$ cat config.mk
export PLATFORM = sky130hd
export DESIGN_NAME = tcp_connection_state_machine_flat
export DESIGN_NICKNAME = d
export VERILOG_FILES = /design/src/rtl/core/tcpsm_pkg.sv /design/src/rtl/core/tcpsm_req_if.sv /design/src/rtl/core/tcpsm_rsp_if.sv /design/src/rtl/core/tcp_connection_state_machine.sv /design/src/rtl/core/tcpsm_front.sv /design/src/rtl/core/tcpsm_back.sv /design/src/flat_wrapper.sv
export SDC_FILE = /design/constraint.sdc
export NUM_CORES = 2
export LEC_CHECK = 0
export BUFFER_PORTS_ARGS = -buffer_cell sky130_fd_sc_hd__buf_2
export CAP_MARGIN = 20
export CORE_ASPECT_RATIO = 2
export CORE_MARGIN = 2
export CORE_UTILIZATION = 42
export CTS_BUF_LIST = sky130_fd_sc_hd__clkbuf_8
export DETAILED_ROUTE_END_ITERATION = 10
export PLACE_DENSITY_LB_ADDON = 0.25
export SYNTH_ARGS = -nofsm -noshare
export SYNTH_HDL_FRONTEND = slang
export SYNTH_SLANG_ARGS = --single-unit
export TNS_END_PERCENT = 30
$ cat constraint.sdc
create_clock -name clock -period 30.9 [get_ports clock]
set_clock_uncertainty 0.1 [all_clocks]
set_input_delay 0 -clock clock [delete_from_list [all_inputs] [get_ports clock]]
set_output_delay 0 -clock clock [all_outputs]
set_load 0.03 [all_outputs]
$ cat src/rtl/core/tcpsm_pkg.sv
// Shared types and constants of the TCP connection engine.
`timescale 1ns / 1ps
package tcpsm_pkg;

   localparam int QUEUE_DEPTH = 2;
   localparam int QPTR_W      = $clog2(QUEUE_DEPTH);
   localparam int QCNT_W      = $clog2(QUEUE_DEPTH + 1);
   localparam int MAX_RESULTS = 4;
   localparam int RIDX_W      = $clog2(MAX_RESULTS);
   localparam int RCNT_W      = $clog2(MAX_RESULTS + 1);
   localparam int PADDR_W     = 4;

   localparam logic [15:0] LISTEN_PORT_RST = 16'd7;
   localparam logic [15:0] RECV_WIN_RST    = 16'(8 * 1024);
   localparam logic [15:0] MSS_RST         = 16'd1460;

   localparam logic [PADDR_W-3:0] REG_LISTEN_PORT = 2'd0;
   localparam logic [PADDR_W-3:0] REG_RECV_WIN    = 2'd1;
   localparam logic [PADDR_W-3:0] REG_MSS         = 2'd2;

   localparam logic [7:0] FLG_FIN    = 8'h01;
   localparam logic [7:0] FLG_SYN    = 8'h02;
   localparam logic [7:0] FLG_RST    = 8'h04;
   localparam logic [7:0] FLG_ACK    = 8'h10;
   localparam logic [7:0] FLG_FINACK = 8'h11;
   localparam logic [7:0] FLG_SYNACK = 8'h12;
   localparam logic [7:0] FLG_PSHACK = 8'h18;

   typedef enum logic [1:0] {
      OP_SEGMENT, OP_SEND, OP_CLOSE, OP_UNUSED
   } opcode_type;

   typedef enum logic [2:0] {
      KIND_FLAGS, KIND_DATA, KIND_DELIVER, KIND_EOF,
      KIND_ALLSENT, KIND_ESTAB, KIND_DELETED, KIND_DROPPED
   } kind_type;

   typedef struct packed {
      opcode_type  cmd;
      logic [31:0] peer_address;
      logic [15:0] peer_port;
      logic [15:0] local_port;
      logic [31:0] seq;
      logic [31:0] ack;
      logic [15:0] window;
      logic [15:0] len;
      logic [31:0] iss;
      logic        syn;
      logic        rst;
      logic        psh_ack;
      logic        fin_ack;
      logic        ack_only;
   } entry_type;

   typedef struct packed {
      logic      valid;
      entry_type entry;
   } q_head_type;

   typedef struct packed {
      logic [QCNT_W-1:0] count;
   } q_stat_type;

   typedef struct packed {
      logic [15:0] listen_port;
      logic [15:0] receive_window;
      logic [15:0] max_segment_size;
   } cfg_type;

   typedef struct packed {
      kind_type    kind;
      logic [7:0]  seg_flags;
      logic [31:0] seq_out;
      logic [31:0] ack_out;
      logic [15:0] window_out;
      logic [15:0] src_port_out;
      logic [15:0] dst_port_out;
      logic [31:0] dst_address_out;
      logic [15:0] data_offset;
      logic [15:0] data_len;
      logic        last;
   } rsp_type;

endpackage

$ cat src/rtl/core/tcpsm_req_if.sv
// Request channel interface.
`timescale 1ns / 1ps
interface tcpsm_req_if;
   logic        valid;
   logic        ready;
   logic [1:0]  opcode;
   logic [31:0] peer_address_in;
   logic [15:0] peer_port_in;
   logic [15:0] local_port_in;
   logic [31:0] seq_in;
   logic [31:0] ack_in;
   logic [7:0]  flags_in;
   logic [15:0] window_in;
   logic [15:0] payload_len;
   logic [31:0] initial_seq;

   modport source (output valid, opcode, peer_address_in, peer_port_in, local_port_in,
                   seq_in, ack_in, flags_in, window_in, payload_len, initial_seq,
                   input ready);
   modport sink (input valid, opcode, peer_address_in, peer_port_in, local_port_in,
                 seq_in, ack_in, flags_in, window_in, payload_len, initial_seq,
                 output ready);
endinterface

$ cat src/rtl/core/tcpsm_rsp_if.sv
// Result channel interface.
`timescale 1ns / 1ps
interface tcpsm_rsp_if;
   logic        valid;
   logic        ready;
   logic [2:0]  kind;
   logic [7:0]  seg_flags;
   logic [31:0] seq_out;
   logic [31:0] ack_out;
   logic [15:0] window_out;
   logic [15:0] src_port_out;
   logic [15:0] dst_port_out;
   logic [31:0] dst_address_out;
   logic [15:0] data_offset;
   logic [15:0] data_len;
   logic        last;

   modport source (output valid, kind, seg_flags, seq_out, ack_out, window_out,
                   src_port_out, dst_port_out, dst_address_out, data_offset,
                   data_len, last, input ready);
   modport sink (input valid, kind, seg_flags, seq_out, ack_out, window_out,
                 src_port_out, dst_port_out, dst_address_out, data_offset,
                 data_len, last, output ready);
endinterface

$ cat src/rtl/core/tcp_connection_state_machine.sv
// Top level of the single-slot server-side TCP connection engine.
`timescale 1ns / 1ps
// Usage:
//  - req_chan carries one event per request: an arrived segment header,
//    an application send or an application close. Accepted on valid&ready.
//  - rsp_chan returns zero to four results per request, in order; the final
//    result of a request has last set. A request with no result emits nothing.
//  - csr_* is an APB-style port: listen_port at 0x0, receive_window at 0x4,
//    max_segment_size at 0x8. pready is tied high. Write only while idle.
// Timing:
//  - A request is registered in the two-entry front queue, then the back
//    end updates the connection and loads its results.
//  - Results leave one per cycle while rsp_chan is ready; the result
//    buffer drain sets the throughput.
//  - The first result is offered once the request has passed the front
//    queue and has been loaded into the result buffer.
// Reset (synchronous, active high) frees the slot, empties queue and result
// buffer, and restores register defaults (port 7, window 8192, MSS 1460).
// A stalled rsp_chan holds the current result; the queue keeps taking
// requests until both entries are full, then req_chan.ready drops.
module tcp_connection_state_machine (
   input  logic                          clock,
   input  logic                          reset,
   tcpsm_req_if.sink                     req_chan,
   tcpsm_rsp_if.source                   rsp_chan,
   input  logic                          csr_psel,
   input  logic                          csr_penable,
   input  logic                          csr_pwrite,
   input  logic [tcpsm_pkg::PADDR_W-1:0] csr_paddr,
   input  logic [31:0]                   csr_pwdata,
   output logic [31:0]                   csr_prdata,
   output logic                          csr_pready
);
   tcpsm_pkg::cfg_type    cfg_ff;
   tcpsm_pkg::q_head_type head;
   tcpsm_pkg::q_stat_type stat;
   logic                  pop;
   logic                  csr_wr;
   logic [tcpsm_pkg::PADDR_W-3:0] reg_idx;

   assign csr_pready = 1'b1;
   assign csr_wr     = csr_psel && csr_penable && csr_pwrite && csr_pready;
   assign reg_idx    = csr_paddr[tcpsm_pkg::PADDR_W-1:2];

   // register file
   always_ff @(posedge clock) begin
      if (reset) begin
         cfg_ff.listen_port      <= tcpsm_pkg::LISTEN_PORT_RST;
         cfg_ff.receive_window   <= tcpsm_pkg::RECV_WIN_RST;
         cfg_ff.max_segment_size <= tcpsm_pkg::MSS_RST;
      end else if (csr_wr) begin
         case (reg_idx)
            tcpsm_pkg::REG_LISTEN_PORT: cfg_ff.listen_port      <= csr_pwdata[15:0];
            tcpsm_pkg::REG_RECV_WIN:    cfg_ff.receive_window   <= csr_pwdata[15:0];
            tcpsm_pkg::REG_MSS:         cfg_ff.max_segment_size <= csr_pwdata[15:0];
            default: ;
         endcase
      end
   end

   always_comb begin
      case (reg_idx)
         tcpsm_pkg::REG_LISTEN_PORT: csr_prdata = {16'd0, cfg_ff.listen_port};
         tcpsm_pkg::REG_RECV_WIN:    csr_prdata = {16'd0, cfg_ff.receive_window};
         tcpsm_pkg::REG_MSS:         csr_prdata = {16'd0, cfg_ff.max_segment_size};
         default:                    csr_prdata = '0;
      endcase
   end

   // front: accept and decode, two-entry queue
   tcpsm_front u_front (
      .clock (clock),
      .reset (reset),
      .req   (req_chan),
      .pop   (pop),
      .head  (head),
      .stat  (stat)
   );

   // back: connection update and result buffer
   tcpsm_back u_back (
      .clock (clock),
      .reset (reset),
      .cfg   (cfg_ff),
      .head  (head),
      .pop   (pop),
      .rsp   (rsp_chan)
   );

   // queue never overfills
   a_queue_bound: assert property (@(posedge clock) disable iff (reset)
      stat.count <= tcpsm_pkg::QCNT_W'(tcpsm_pkg::QUEUE_DEPTH))
      else $error("front queue over capacity");

   // an accepted request is in the queue the cycle after
   a_push_lands: assert property (@(posedge clock) disable iff (reset)
      (req_chan.valid && req_chan.ready) |=> (stat.count != '0))
      else $error("accepted request missing from queue");

   // nothing is offered right after reset
   a_reset_quiet: assert property (@(posedge clock)
      reset |=> !rsp_chan.valid)
      else $error("result offered after reset");

   // back end only takes a request that the queue holds
   a_pop_valid: assert property (@(posedge clock) disable iff (reset)
      pop |-> (stat.count != '0))
      else $error("pop from empty queue");
endmodule

$ cat src/rtl/core/tcpsm_front.sv
// Front end: accepts requests, decodes opcode and flags, queues them.
`timescale 1ns / 1ps
module tcpsm_front (
   input  logic                 clock,
   input  logic                 reset,
   tcpsm_req_if.sink            req,
   input  logic                 pop,
   output tcpsm_pkg::q_head_type head,
   output tcpsm_pkg::q_stat_type stat
);
   tcpsm_pkg::entry_type entry_ff [tcpsm_pkg::QUEUE_DEPTH];
   logic [tcpsm_pkg::QPTR_W-1:0] wr_ptr_ff, rd_ptr_ff;
   logic [tcpsm_pkg::QCNT_W-1:0] count_ff, count_in;
   tcpsm_pkg::entry_type         dec;
   logic                         push;

   always_comb begin
      dec.cmd          = tcpsm_pkg::opcode_type'(req.opcode);
      dec.peer_address = req.peer_address_in;
      dec.peer_port    = req.peer_port_in;
      dec.local_port   = req.local_port_in;
      dec.seq          = req.seq_in;
      dec.ack          = req.ack_in;
      dec.window       = req.window_in;
      dec.len          = req.payload_len;
      dec.iss          = req.initial_seq;
      dec.syn          = |(req.flags_in & tcpsm_pkg::FLG_SYN);
      dec.rst          = |(req.flags_in & tcpsm_pkg::FLG_RST);
      dec.psh_ack      = (req.flags_in & tcpsm_pkg::FLG_PSHACK) == tcpsm_pkg::FLG_PSHACK;
      dec.fin_ack      = !dec.psh_ack &&
                         ((req.flags_in & tcpsm_pkg::FLG_FINACK) == tcpsm_pkg::FLG_FINACK);
      dec.ack_only     = !dec.psh_ack && !dec.fin_ack && |(req.flags_in & tcpsm_pkg::FLG_ACK);
   end

   assign req.ready  = count_ff != tcpsm_pkg::QCNT_W'(tcpsm_pkg::QUEUE_DEPTH);
   assign push       = req.valid && req.ready;
   assign head.valid = count_ff != '0;
   assign head.entry = entry_ff[rd_ptr_ff];
   assign stat.count = count_ff;

   always_comb begin
      count_in = count_ff;
      if (push && !(pop && head.valid)) begin
         count_in = count_ff + 1'b1;
      end else if (!push && pop && head.valid) begin
         count_in = count_ff - 1'b1;
      end
   end

   always_ff @(posedge clock) begin
      if (reset) begin
         wr_ptr_ff <= '0;
         rd_ptr_ff <= '0;
         count_ff  <= '0;
      end else begin
         count_ff <= count_in;
         if (push) begin
            wr_ptr_ff <= wr_ptr_ff + 1'b1;
         end
         if (pop && head.valid) begin
            rd_ptr_ff <= rd_ptr_ff + 1'b1;
         end
      end
      if (push) begin
         entry_ff[wr_ptr_ff] <= dec;
      end
   end
endmodule

$ cat src/rtl/core/tcpsm_back.sv
// Back end: connection state update and result buffer.
`timescale 1ns / 1ps
module tcpsm_back (
   input  logic                  clock,
   input  logic                  reset,
   input  tcpsm_pkg::cfg_type    cfg,
   input  tcpsm_pkg::q_head_type head,
   output logic                  pop,
   tcpsm_rsp_if.source           rsp
);
   typedef enum logic [2:0] {
      ST_LISTEN, ST_SYNRCVD, ST_ESTAB, ST_FINW1, ST_FINW2
   } conn_state_type;

   typedef struct packed {
      logic           busy;
      conn_state_type state;
      logic [31:0]    peer_address;
      logic [15:0]    peer_port;
      logic [15:0]    local_port;
      logic [31:0]    recv_next;
      logic [31:0]    send_next;
      logic [31:0]    send_unacked;
      logic [31:0]    first_seq;
      logic [15:0]    queue_length;
      logic [15:0]    peer_window;
   } conn_type;

   conn_type conn_ff, conn_in;
   tcpsm_pkg::rsp_type res_ff [tcpsm_pkg::MAX_RESULTS];
   tcpsm_pkg::rsp_type res_in [tcpsm_pkg::MAX_RESULTS];
   logic [tcpsm_pkg::RCNT_W-1:0] res_cnt_ff, n;
   logic [tcpsm_pkg::RIDX_W-1:0] res_idx_ff;
   logic                         drain_done;

   function automatic tcpsm_pkg::rsp_type mk_seg(input tcpsm_pkg::kind_type kind,
                                                 input logic [7:0] flags,
                                                 input conn_type c,
                                                 input logic [15:0] win,
                                                 input logic [15:0] off,
                                                 input logic [15:0] len);
      tcpsm_pkg::rsp_type r;
      r.kind            = kind;
      r.seg_flags       = flags;
      r.seq_out         = c.send_next;
      r.ack_out         = c.recv_next;
      r.window_out      = win;
      r.src_port_out    = c.local_port;
      r.dst_port_out    = c.peer_port;
      r.dst_address_out = c.peer_address;
      r.data_offset     = off;
      r.data_len        = len;
      r.last            = 1'b0;
      return r;
   endfunction

   function automatic tcpsm_pkg::rsp_type mk_evt(input tcpsm_pkg::kind_type kind,
                                                 input logic [15:0] len);
      tcpsm_pkg::rsp_type r;
      r          = '0;
      r.kind     = kind;
      r.data_len = len;
      return r;
   endfunction

   // Output side: a result leaves per cycle while rsp.ready is high; the next
   // request is taken as the last buffered result is handed off.
   assign rsp.valid = res_cnt_ff != '0;
   assign drain_done = (res_cnt_ff == '0) ||
                       (rsp.ready && ({1'b0, res_idx_ff} + 1'b1) == res_cnt_ff);
   assign pop = head.valid && drain_done;

   assign rsp.kind            = res_ff[res_idx_ff].kind;
   assign rsp.seg_flags       = res_ff[res_idx_ff].seg_flags;
   assign rsp.seq_out         = res_ff[res_idx_ff].seq_out;
   assign rsp.ack_out         = res_ff[res_idx_ff].ack_out;
   assign rsp.window_out      = res_ff[res_idx_ff].window_out;
   assign rsp.src_port_out    = res_ff[res_idx_ff].src_port_out;
   assign rsp.dst_port_out    = res_ff[res_idx_ff].dst_port_out;
   assign rsp.dst_address_out = res_ff[res_idx_ff].dst_address_out;
   assign rsp.data_offset     = res_ff[res_idx_ff].data_offset;
   assign rsp.data_len        = res_ff[res_idx_ff].data_len;
   assign rsp.last            = res_ff[res_idx_ff].last;

   always_comb begin
      tcpsm_pkg::entry_type e;
      logic        do_ack, sfq;
      logic [31:0] inflight, off;
      logic [15:0] win, left, slen;
      e        = head.entry;
      conn_in  = conn_ff;
      n        = '0;
      do_ack   = 1'b0;
      sfq      = 1'b0;
      inflight = '0;
      off      = '0;
      win      = '0;
      left     = '0;
      slen     = '0;
      for (int i = 0; i < tcpsm_pkg::MAX_RESULTS; i++) begin
         res_in[i] = '0;
      end
      case (e.cmd)
         tcpsm_pkg::OP_SEGMENT: begin
            if (conn_ff.busy) begin
               if (e.peer_address != conn_ff.peer_address || e.peer_port != conn_ff.peer_port ||
                   e.local_port != conn_ff.local_port) begin
                  res_in[n[tcpsm_pkg::RIDX_W-1:0]] = mk_evt(tcpsm_pkg::KIND_DROPPED, '0);
                  n = n + 1'b1;
               end else begin
                  conn_in.peer_window = e.window;
                  if (e.psh_ack) begin
                     if (conn_in.state == ST_ESTAB && e.seq == conn_in.recv_next) begin
                        conn_in.recv_next    = conn_in.recv_next + {16'd0, e.len};
                        conn_in.send_unacked = conn_in.send_next;
                        res_in[n[tcpsm_pkg::RIDX_W-1:0]] = mk_seg(tcpsm_pkg::KIND_FLAGS,
                           tcpsm_pkg::FLG_ACK, conn_in, cfg.receive_window, '0, '0);
                        n = n + 1'b1;
                        res_in[n[tcpsm_pkg::RIDX_W-1:0]] = mk_evt(tcpsm_pkg::KIND_DELIVER, e.len);
                        n = n + 1'b1;
                     end
                  end
                  do_ack = e.fin_ack || e.ack_only;
                  // Acknowledge handling
                  if (do_ack) begin
                     case (conn_in.state)
                        ST_SYNRCVD: begin
                           if (e.ack == conn_in.send_next) begin
                              conn_in.state        = ST_ESTAB;
                              conn_in.first_seq    = conn_in.send_next;
                              conn_in.queue_length = '0;
                              res_in[n[tcpsm_pkg::RIDX_W-1:0]] =
                                 mk_evt(tcpsm_pkg::KIND_ESTAB, '0);
                              n = n + 1'b1;
                           end else begin
                              conn_in.busy  = 1'b0;
                              conn_in.state = ST_LISTEN;
                              res_in[n[tcpsm_pkg::RIDX_W-1:0]] =
                                 mk_evt(tcpsm_pkg::KIND_DELETED, '0);
                              n = n + 1'b1;
                           end
                        end
                        ST_ESTAB: begin
                           inflight = e.ack - conn_in.send_unacked;
                           if (inflight != '0 && !inflight[31]) begin
                              conn_in.send_unacked = e.ack;
                           end
                           if (conn_in.send_next - conn_in.first_seq ==
                               {16'd0, conn_in.queue_length}) begin
                              res_in[n[tcpsm_pkg::RIDX_W-1:0]] =
                                 mk_evt(tcpsm_pkg::KIND_ALLSENT, '0);
                              n = n + 1'b1;
                           end else begin
                              sfq = 1'b1;
                           end
                        end
                        ST_FINW1: begin
                           if (e.ack == conn_in.send_next) begin
                              conn_in.state = ST_FINW2;
                           end
                        end
                        default: ;
                     endcase
                  end
               end
            end else if (!e.syn) begin
               res_in[n[tcpsm_pkg::RIDX_W-1:0]] = mk_evt(tcpsm_pkg::KIND_DELETED, '0);
               n = n + 1'b1;
            end else begin
               conn_in.busy         = 1'b1;
               conn_in.state        = ST_LISTEN;
               conn_in.peer_address = e.peer_address;
               conn_in.peer_port    = e.peer_port;
               conn_in.local_port   = e.local_port;
               if (e.local_port == cfg.listen_port) begin
                  conn_in.recv_next    = e.seq + 32'd1;
                  conn_in.send_next    = e.iss;
                  conn_in.send_unacked = e.iss;
                  res_in[n[tcpsm_pkg::RIDX_W-1:0]] = mk_seg(tcpsm_pkg::KIND_FLAGS,
                     tcpsm_pkg::FLG_SYNACK, conn_in, cfg.receive_window, '0, '0);
                  n = n + 1'b1;
                  conn_in.send_next = e.iss + 32'd1;
                  conn_in.state     = ST_SYNRCVD;
               end else begin
                  conn_in.recv_next = '0;
                  conn_in.send_next = '0;
                  res_in[n[tcpsm_pkg::RIDX_W-1:0]] = mk_seg(tcpsm_pkg::KIND_FLAGS,
                     tcpsm_pkg::FLG_RST, conn_in, cfg.receive_window, '0, '0);
                  n = n + 1'b1;
                  conn_in.busy  = 1'b0;
                  conn_in.state = ST_LISTEN;
                  res_in[n[tcpsm_pkg::RIDX_W-1:0]] = mk_evt(tcpsm_pkg::KIND_DELETED, '0);
                  n = n + 1'b1;
               end
            end
         end
         tcpsm_pkg::OP_SEND: begin
            if (conn_ff.busy && conn_ff.state == ST_ESTAB) begin
               conn_in.queue_length = e.len;
               conn_in.first_seq    = conn_ff.send_next;
               sfq                  = 1'b1;
            end
         end
         tcpsm_pkg::OP_CLOSE: begin
            if (conn_ff.busy && conn_ff.state == ST_ESTAB) begin
               conn_in.state = ST_FINW1;
               res_in[n[tcpsm_pkg::RIDX_W-1:0]] = mk_seg(tcpsm_pkg::KIND_FLAGS,
                  tcpsm_pkg::FLG_FINACK, conn_in, cfg.receive_window, '0, '0);
               n = n + 1'b1;
               conn_in.send_next = conn_ff.send_next + 32'd1;
            end
         end
         default: ;
      endcase

      // Window-limited transmit from the application buffer
      if (sfq) begin
         inflight = conn_in.send_next - conn_in.send_unacked;
         win  = ({16'd0, conn_in.peer_window} > inflight) ?
                conn_in.peer_window - inflight[15:0] : '0;
         off  = conn_in.send_next - conn_in.first_seq;
         left = ({16'd0, conn_in.queue_length} > off) ?
                conn_in.queue_length - off[15:0] : '0;
         slen = (left > cfg.max_segment_size) ? cfg.max_segment_size : left;
         slen = (slen > win) ? win : slen;
         res_in[n[tcpsm_pkg::RIDX_W-1:0]] = mk_seg(tcpsm_pkg::KIND_DATA,
            tcpsm_pkg::FLG_PSHACK, conn_in, cfg.receive_window, off[15:0], slen);
         n = n + 1'b1;
         conn_in.send_next = conn_in.send_next + {16'd0, slen};
      end

      // FIN handling after the acknowledge
      if (e.cmd == tcpsm_pkg::OP_SEGMENT && conn_ff.busy && e.fin_ack && conn_in.busy &&
          e.peer_address == conn_ff.peer_address && e.peer_port == conn_ff.peer_port &&
          e.local_port == conn_ff.local_port) begin
         if (conn_in.state inside {ST_ESTAB, ST_FINW2}) begin
            conn_in.recv_next = conn_in.recv_next + 32'd1;
            res_in[n[tcpsm_pkg::RIDX_W-1:0]] = mk_seg(tcpsm_pkg::KIND_FLAGS,
               tcpsm_pkg::FLG_ACK, conn_in, cfg.receive_window, '0, '0);
            n = n + 1'b1;
            if (conn_in.state == ST_ESTAB) begin
               res_in[n[tcpsm_pkg::RIDX_W-1:0]] = mk_evt(tcpsm_pkg::KIND_EOF, '0);
            end else begin
               conn_in.busy  = 1'b0;
               conn_in.state = ST_LISTEN;
               res_in[n[tcpsm_pkg::RIDX_W-1:0]] = mk_evt(tcpsm_pkg::KIND_DELETED, '0);
            end
            n = n + 1'b1;
         end
      end

      // Reset flag on a live, matching connection
      if (e.cmd == tcpsm_pkg::OP_SEGMENT && conn_ff.busy && e.rst && conn_in.busy &&
          e.peer_address == conn_ff.peer_address && e.peer_port == conn_ff.peer_port &&
          e.local_port == conn_ff.local_port) begin
         conn_in.busy  = 1'b0;
         conn_in.state = ST_LISTEN;
         res_in[n[tcpsm_pkg::RIDX_W-1:0]] = mk_evt(tcpsm_pkg::KIND_DELETED, '0);
         n = n + 1'b1;
      end

      for (int i = 0; i < tcpsm_pkg::MAX_RESULTS; i++) begin
         res_in[i].last = (tcpsm_pkg::RCNT_W'(i) + 1'b1) == n;
      end
   end

   always_ff @(posedge clock) begin
      if (reset) begin
         conn_ff    <= '0;
         res_cnt_ff <= '0;
         res_idx_ff <= '0;
      end else if (pop) begin
         conn_ff    <= conn_in;
         res_cnt_ff <= n;
         res_idx_ff <= '0;
      end else if (rsp.valid && rsp.ready) begin
         if (drain_done) begin
            res_cnt_ff <= '0;
            res_idx_ff <= '0;
         end else begin
            res_idx_ff <= res_idx_ff + 1'b1;
         end
      end
      if (pop) begin
         res_ff <= res_in;
      end
   end
endmodule
$ cat src/flat_wrapper.sv
// flat-port wrapper written by rule: the top's interface ports become plain ports
module tcp_connection_state_machine_flat 
  (clock, reset, csr_psel, csr_penable, csr_pwrite, csr_paddr, csr_pwdata, csr_prdata, csr_pready, req_chan_valid, req_chan_opcode, req_chan_peer_address_in, req_chan_peer_port_in, req_chan_local_port_in, req_chan_seq_in, req_chan_ack_in, req_chan_flags_in, req_chan_window_in, req_chan_payload_len, req_chan_initial_seq, req_chan_ready, rsp_chan_valid, rsp_chan_kind, rsp_chan_seg_flags, rsp_chan_seq_out, rsp_chan_ack_out, rsp_chan_window_out, rsp_chan_src_port_out, rsp_chan_dst_port_out, rsp_chan_dst_address_out, rsp_chan_data_offset, rsp_chan_data_len, rsp_chan_last, rsp_chan_ready);
  tcpsm_req_if req_chan_i ();
  tcpsm_rsp_if rsp_chan_i ();
  input  logic clock;
  input  logic reset;
  input  logic csr_psel;
  input  logic csr_penable;
  input  logic csr_pwrite;
  input  logic [tcpsm_pkg::PADDR_W-1:0] csr_paddr;
  input  logic [31:0] csr_pwdata;
  output logic [31:0] csr_prdata;
  output logic csr_pready;
  input wire logic [$bits(req_chan_i.valid)-1:0] req_chan_valid;
  input wire logic [$bits(req_chan_i.opcode)-1:0] req_chan_opcode;
  input wire logic [$bits(req_chan_i.peer_address_in)-1:0] req_chan_peer_address_in;
  input wire logic [$bits(req_chan_i.peer_port_in)-1:0] req_chan_peer_port_in;
  input wire logic [$bits(req_chan_i.local_port_in)-1:0] req_chan_local_port_in;
  input wire logic [$bits(req_chan_i.seq_in)-1:0] req_chan_seq_in;
  input wire logic [$bits(req_chan_i.ack_in)-1:0] req_chan_ack_in;
  input wire logic [$bits(req_chan_i.flags_in)-1:0] req_chan_flags_in;
  input wire logic [$bits(req_chan_i.window_in)-1:0] req_chan_window_in;
  input wire logic [$bits(req_chan_i.payload_len)-1:0] req_chan_payload_len;
  input wire logic [$bits(req_chan_i.initial_seq)-1:0] req_chan_initial_seq;
  output wire logic [$bits(req_chan_i.ready)-1:0] req_chan_ready;
  output wire logic [$bits(rsp_chan_i.valid)-1:0] rsp_chan_valid;
  output wire logic [$bits(rsp_chan_i.kind)-1:0] rsp_chan_kind;
  output wire logic [$bits(rsp_chan_i.seg_flags)-1:0] rsp_chan_seg_flags;
  output wire logic [$bits(rsp_chan_i.seq_out)-1:0] rsp_chan_seq_out;
  output wire logic [$bits(rsp_chan_i.ack_out)-1:0] rsp_chan_ack_out;
  output wire logic [$bits(rsp_chan_i.window_out)-1:0] rsp_chan_window_out;
  output wire logic [$bits(rsp_chan_i.src_port_out)-1:0] rsp_chan_src_port_out;
  output wire logic [$bits(rsp_chan_i.dst_port_out)-1:0] rsp_chan_dst_port_out;
  output wire logic [$bits(rsp_chan_i.dst_address_out)-1:0] rsp_chan_dst_address_out;
  output wire logic [$bits(rsp_chan_i.data_offset)-1:0] rsp_chan_data_offset;
  output wire logic [$bits(rsp_chan_i.data_len)-1:0] rsp_chan_data_len;
  output wire logic [$bits(rsp_chan_i.last)-1:0] rsp_chan_last;
  input wire logic [$bits(rsp_chan_i.ready)-1:0] rsp_chan_ready;
  assign req_chan_i.valid = req_chan_valid;
  assign req_chan_i.opcode = req_chan_opcode;
  assign req_chan_i.peer_address_in = req_chan_peer_address_in;
  assign req_chan_i.peer_port_in = req_chan_peer_port_in;
  assign req_chan_i.local_port_in = req_chan_local_port_in;
  assign req_chan_i.seq_in = req_chan_seq_in;
  assign req_chan_i.ack_in = req_chan_ack_in;
  assign req_chan_i.flags_in = req_chan_flags_in;
  assign req_chan_i.window_in = req_chan_window_in;
  assign req_chan_i.payload_len = req_chan_payload_len;
  assign req_chan_i.initial_seq = req_chan_initial_seq;
  assign req_chan_ready = req_chan_i.ready;
  assign rsp_chan_valid = rsp_chan_i.valid;
  assign rsp_chan_kind = rsp_chan_i.kind;
  assign rsp_chan_seg_flags = rsp_chan_i.seg_flags;
  assign rsp_chan_seq_out = rsp_chan_i.seq_out;
  assign rsp_chan_ack_out = rsp_chan_i.ack_out;
  assign rsp_chan_window_out = rsp_chan_i.window_out;
  assign rsp_chan_src_port_out = rsp_chan_i.src_port_out;
  assign rsp_chan_dst_port_out = rsp_chan_i.dst_port_out;
  assign rsp_chan_dst_address_out = rsp_chan_i.dst_address_out;
  assign rsp_chan_data_offset = rsp_chan_i.data_offset;
  assign rsp_chan_data_len = rsp_chan_i.data_len;
  assign rsp_chan_last = rsp_chan_i.last;
  assign rsp_chan_i.ready = rsp_chan_ready;
  tcp_connection_state_machine u_core (.clock(clock), .reset(reset), .req_chan(req_chan_i), .rsp_chan(rsp_chan_i), .csr_psel(csr_psel), .csr_penable(csr_penable), .csr_pwrite(csr_pwrite), .csr_paddr(csr_paddr), .csr_pwdata(csr_pwdata), .csr_prdata(csr_prdata), .csr_pready(csr_pready));
endmodule
## Word-level counts from Yosys, hierarchy flattened

Memories as Yosys holds them, arrays and structs flattened. A register that Yosys moved wholly into a read port is not among the register bits.
Index checks and enable logic that the tools add are counted.

| word-level totals | value |
|---|---|
| register bits after elaboration | 1037 |
| latch bits | 0 |
| RAM bits | 398 |
| memory bits (read-only) | 0 |
| bits of input ports | 245 |
| output and inout bits | 223 |
| logic and storage cells | 338 |
| memories kept | 1 |

| operators by class | value |
|---|---|
| add/subtract/negate cells | 23 |
| multipliers | 0 |
| divide/modulo/power cells | 0 |
| order comparisons | 15 |
| equal/unequal tests | 27 |
| shift-type cells | 0 |
| multiplexer cells | 129 |
| bitwise logic cells | 24 |
| reductions and logical operators | 56 |

Memories:

| name | depth | bits a word | read ports | clocked after Yosys merged registers in | write ports | line | RTL |
|---|---|---|---|---|---|---|---|
| u_core.u_front.entry_ff | 2 | 199 | 1 | 1 | 1 | tcpsm_front.sv:11 | `tcpsm_pkg::entry_type entry_ff [tcpsm_pkg::QUEUE_DEPTH];` |

Operators with widths:

| operator | number |
|---|---|
| 752-bit 2-to-1 mux | 8 |
| 744-bit bitwise AND | 5 |
| 744-bit inverter | 5 |
| 188-bit 2-to-1 mux | 11 |
| 188-bit demux with 2-bit select | 5 |
| 376-bit 2-to-1 mux | 5 |
| 752-bit bitwise mux | 2 |
| 752-bit case mux with 2 select lines | 1 |
| 564-bit 2-to-1 mux | 2 |
| 748-bit bitwise AND | 1 |
| 748-bit inverter | 1 |
| 370-bit 2-to-1 mux | 2 |
| 32-bit 2-to-1 mux | 19 |
| 188-bit binary-select mux with 2-bit select | 1 |
| 188-bit case mux with 2 select lines | 1 |
| 182-bit 2-to-1 mux | 2 |
| 64-bit 2-to-1 mux | 3 |
| 96-bit 2-to-1 mux | 2 |
| 164-bit 2-to-1 mux | 1 |
| 48-bit 2-to-1 mux | 3 |
| 32-bit by 1-bit adder with 32-bit output (second input constant) | 4 |
| 32-bit subtractor | 4 |
| 32-bit equality test | 3 |
| 48-bit case mux with 2 select lines | 1 |
| other kinds (48) | 182 |

## Longest topological paths before layout

| depth | value |
|---|---|
| word-level depth | 32 |
| depth in mapped cells | 91 |
| mapped depth without buffers | 76 |

## By module

A second synthesis with hierarchy kept.

| unflattened totals | value |
|---|---|
| cell total of the unflattened synthesis | 7919 |
| area total of the unflattened synthesis | 82845.7 sq um |

By module, submodules not included:

| module | instances | cells an instance | area each (sq um) | seq. area each (sq um) |
|---|---|---|---|---|
| tcpsm_back | 1 | 7008 | 65352.7 | 26615.5 |
| tcpsm_front | 1 | 649 | 15024.4 | 12051.6 |
| tcp_connection_state_machine | 1 | 262 | 2468.6 | 960.9 |

## Worst setup path after synthesis

Ideal clock, no wire load.

| path | value |
|---|---|
| kind | register -> register |
| start | register u_core.u_back.res_idx_ff[1] (netlist name) |
| end | register u_core.u_back.res_ff[0] (netlist name), enable pin |
| setup time | 1.381 ns |
| arrival | 21.398 ns |
| required time | 29.419 ns |
| setup slack | 8.021 ns |
| cell stages (with the launch flop) | 9 |
| buffers on the path | 2 |
| period minus slack after synthesis | 22.879 ns |
| path through | dfxtp_1 -> ha_1 -> xnor2_1 -> nand4_1 -> nand2_1 -> o21ai_1 -> inv_1 -> clkbuf_1 -> clkbuf_1 |

| between the ends | value |
|---|---|
| cells in the longest elaborated chain, start to end | 5 |

RTL lines:

| item | line | RTL |
|---|---|---|
| start: declaration | tcpsm_back.sv:33 | `logic [tcpsm_pkg::RIDX_W-1:0] res_idx_ff;` |
| start signal: assignment | tcpsm_back.sv:281 | `res_idx_ff <= res_idx_ff + 1'b1;` |
| 2-bit by 1-bit adder with 3-bit output | tcpsm_back.sv:70 | `(rsp.ready && ({1'b0, res_idx_ff} + 1'b1) == res_cnt_ff);` |
| 3-bit equality test | tcpsm_back.sv:70 |  |
| 1-bit logical AND | tcpsm_back.sv:70 |  |
| 1-bit logical OR | tcpsm_back.sv:69 | `assign drain_done = (res_cnt_ff == '0) \|\|` |
| 1-bit logical AND | tcpsm_back.sv:71 | `assign pop = head.valid && drain_done;` |
| net u_core.pop | tcp_connection_state_machine.sv:37 | `logic pop;` |
| end signal: assignment | tcpsm_back.sv:285 | `res_ff <= res_in;` |
| end: declaration | tcpsm_back.sv:30 | `tcpsm_pkg::rsp_type res_ff [tcpsm_pkg::MAX_RESULTS];` |

The timed path passes the listed nets, and every way through them passes these cells.
A chain may end at the register's enable or synchronous reset.

==> impl_metrics.ini <==
[floorplan]
die_h_um = 635
die_area_um2 = 203000
initial_core_util_pct = 42.2
row_count = 231
core_area_um2 = 198000
ioPinCount = 468
die_x_um = 319

[sta]
fin_crit_sh_pct = 75.6
hold_viol = 0
slew_headroom_pct = 11.3
max_freq_mhz = 42.8
rsz0062_at_grt = false
period_needed_ns = 23.36
setup_viol = 0
fin_setup_tns_ns = 0
slew_viol_final = 0
hold_ws_ns = 0.0621
tightestPinTransition_ns = 1.33

[global_route]
busiest_layer = met2
grt.total_usage_pct = 37.1
grt.overflow.total = 0
grt_pass1_wl_um = 537000
grtUsageMet1_pct = 37.6
antenna_found_initial = 27
use_met3_pct = 7.25
grt_pass1_vias = 72400
use_met2_pct = 63.1
grt_max_degree = 190

[clock_tree]
insertion_delay_ns = 1.02
cts_sinks = 1415
clockBufferDepth = 4
tritoncts = built
cts_buffers = 211
clkSlewWorstSetupHoldPaths_ns = 0.07
htree_num_levels = 4
root_buffer = clkbuf_8

[synth]
ys_seq_elements = 1415
netlist_area_um2 = 83600
synthTopCellsByCount = edfxtp_1, nor2_1, nand2_1
synth-edff-count = 1129
ys.flop_type = edfxtp_1
syn_area_per_cell_um2 = 10.0
async_flop_share_pct = 0
ys_seq_area_share_pct = 47.4
synthCells = 8347
yosys_warnings = 0
netlist.top_cell.by_area = edfxtp_1
yosysMostFrequentCell = edfxtp_1
synthDistinctLibCells = 114
synth_area_leaders = edfxtp_1, dfxtp_1, mux4_2
synth_top_area_share_pct = 40.6

[power_and_ir_drop]
ir_worst_vdd_v = 0.0000828
p_leak_nw = 35.7
p_per_area_nw_per_um2 = 97.3

[worst_setup_path]
endpoint_kind = flop
cp_slowest_stage_delay_ns = 1.00
cpMaxStageDelayCell = a211oi_1
critical_path_class = flop to flop
cp.required_ns = 31.49
rrSetupSlack_ns = 7.54
worst-path-max-fanout = 66
r2r_cells = 77
cp_common_cell = o21a_1
crit_path_start_kind = flop
crit_arrival_ns = 23.95

[worst_hold_path]
hold-path-cell-count = 7
hold_class = input port to flop
hp-start = rsp_chan_ready

[cells_and_area]
num-nets-final = 9631
synthToLayoutAreaGrowth_pct = 16.9
fin_area_um2 = 97700
drive_gt1_share_pct = 14.3

[drt]
vias = 74200
wire_per_inst_um = 32.5
finalWirelength_um = 386000
vias_per_cell = 6.24
first_pass_iters = 8
drt_iter0_markers = 7549
antenna_left = 0
drc = 0

[placement]
dp_hpwl_um = 283000
portBuffers = 426
dpl-instance-area_um2 = 88900
place_congestion = 1.02

[run]
cap_violations = 0

[run_status]
status = completed
metrics by stage:
step	total power, mW	worst slack [ns]	std cells	utilization, %
finish	9.51	7.54	11900	49.4
global route	9.89	6.38	11900	49.3
CTS	9.41	7.89	11900	49.3
detailed placement	7.78	8.08	11000	44.9
global placement	7.74	8.05	11000	44.9
floorplan	6.34	8.02	8365	-
area by class of cell:
type / instances / area [um^2]
clock inverter: 160 / 1090
tap: 2563 / 3210
fill: 18100 / 100000
clock buffer: 222 / 3060
sequential: 1415 / 39600
inverter: 214 / 811
timing repair buffer: 1127 / 8640
antenna: 18 / 45.0
multi-input combinational: 6174 / 41200
cells by family (layout without fill, tap and decap cells):
| kind of cell | count (synthesis) | after routing | synth area share [%] |
|---|---|---|---|
| buf+inv | 776 | 1723 | 3.75 |
| fa+ha+maj | 243 | 243 | 3.71 |
| compound gates | 2074 | 2074 | 15.8 |
| mux | 516 | 516 | 8.97 |
| other cells | 2 | 38 | 0.00898 |
| xor+xnor | 397 | 397 | 4.18 |
| simple gates | 2924 | 2924 | 16.2 |
| flops | 1415 | 1415 | 47.4 |
registers in the layout, indices dropped and copies added, names as in the netlist, named ones only:
signal	cells
u_core.u_front.entry_ff	398
u_core.u_front.wr_ptr_ff	1
u_core.u_front.rd_ptr_ff	1
u_core.u_back.res_ff	731
u_core.u_back.res_idx_ff	2
u_core.u_back.conn_ff	228
u_core.cfg_ff	48
u_core.u_front.stat	2
u_core.u_back.res_cnt_ff	3
where the power goes:
group	switching [mW]	internal (mW)	total, mW
clock network	0.791	0.793	1.58
registers	0.201	2.62	2.82
logic	3.56	1.55	5.11
total	4.55	4.97	9.51
what timing repair did:
action	in CTS	in global routing
setup buffers	0	0
endpoints found under the hold margin	694	0
gates resized for setup	0	0
hold buffers	452	0
setup endpoints to repair	0	0
final timing paths:
check / to
worst min-delay path: u_core.u_back.res_idx_ff[1]
worst max register to register: u_core.u_back.res_ff[548]
worst min register to register: u_core.u_back.conn_ff[15]
worst max-delay path: u_core.u_back.res_ff[548]
cells in the final DEF (no fill, tap or decap), types with 107 or more instances in the layout:
cell and count:
a211oi_1 152, a21oi_1 740, and2_1 134, buf_2 425, buf_4 238, clkbuf_8 223, dfxtp_1 282, dlygate4sd3_1 452
edfxtp_1 1129, ha_1 235, inv_1 269, mux2i_1 293, mux4_2 182, nand2_1 793, nand3_1 184, nand4_1 107
nor2_1 1065, nor3_1 141, o21ai_0 391, xnor2_1 282, xor2_1 114
routing by layer:
metal	wire length (um)	up-vias
met5	52	-
met2	188000	3904
met4	46200	8
li1	-	32600
met3	26600	1341
met1	126000	36300
critical path, delay by kind of cell (launching register included):
family,cells,cell delay [ns]
simple gates,25,6.40
xor+xnor,2,0.40
fa+ha+maj,6,2.05
flops,1,0.63
buf+inv,6,3.06
compound gates,35,8.85
mux,3,1.29
Power figures use the tool's default switching activity.
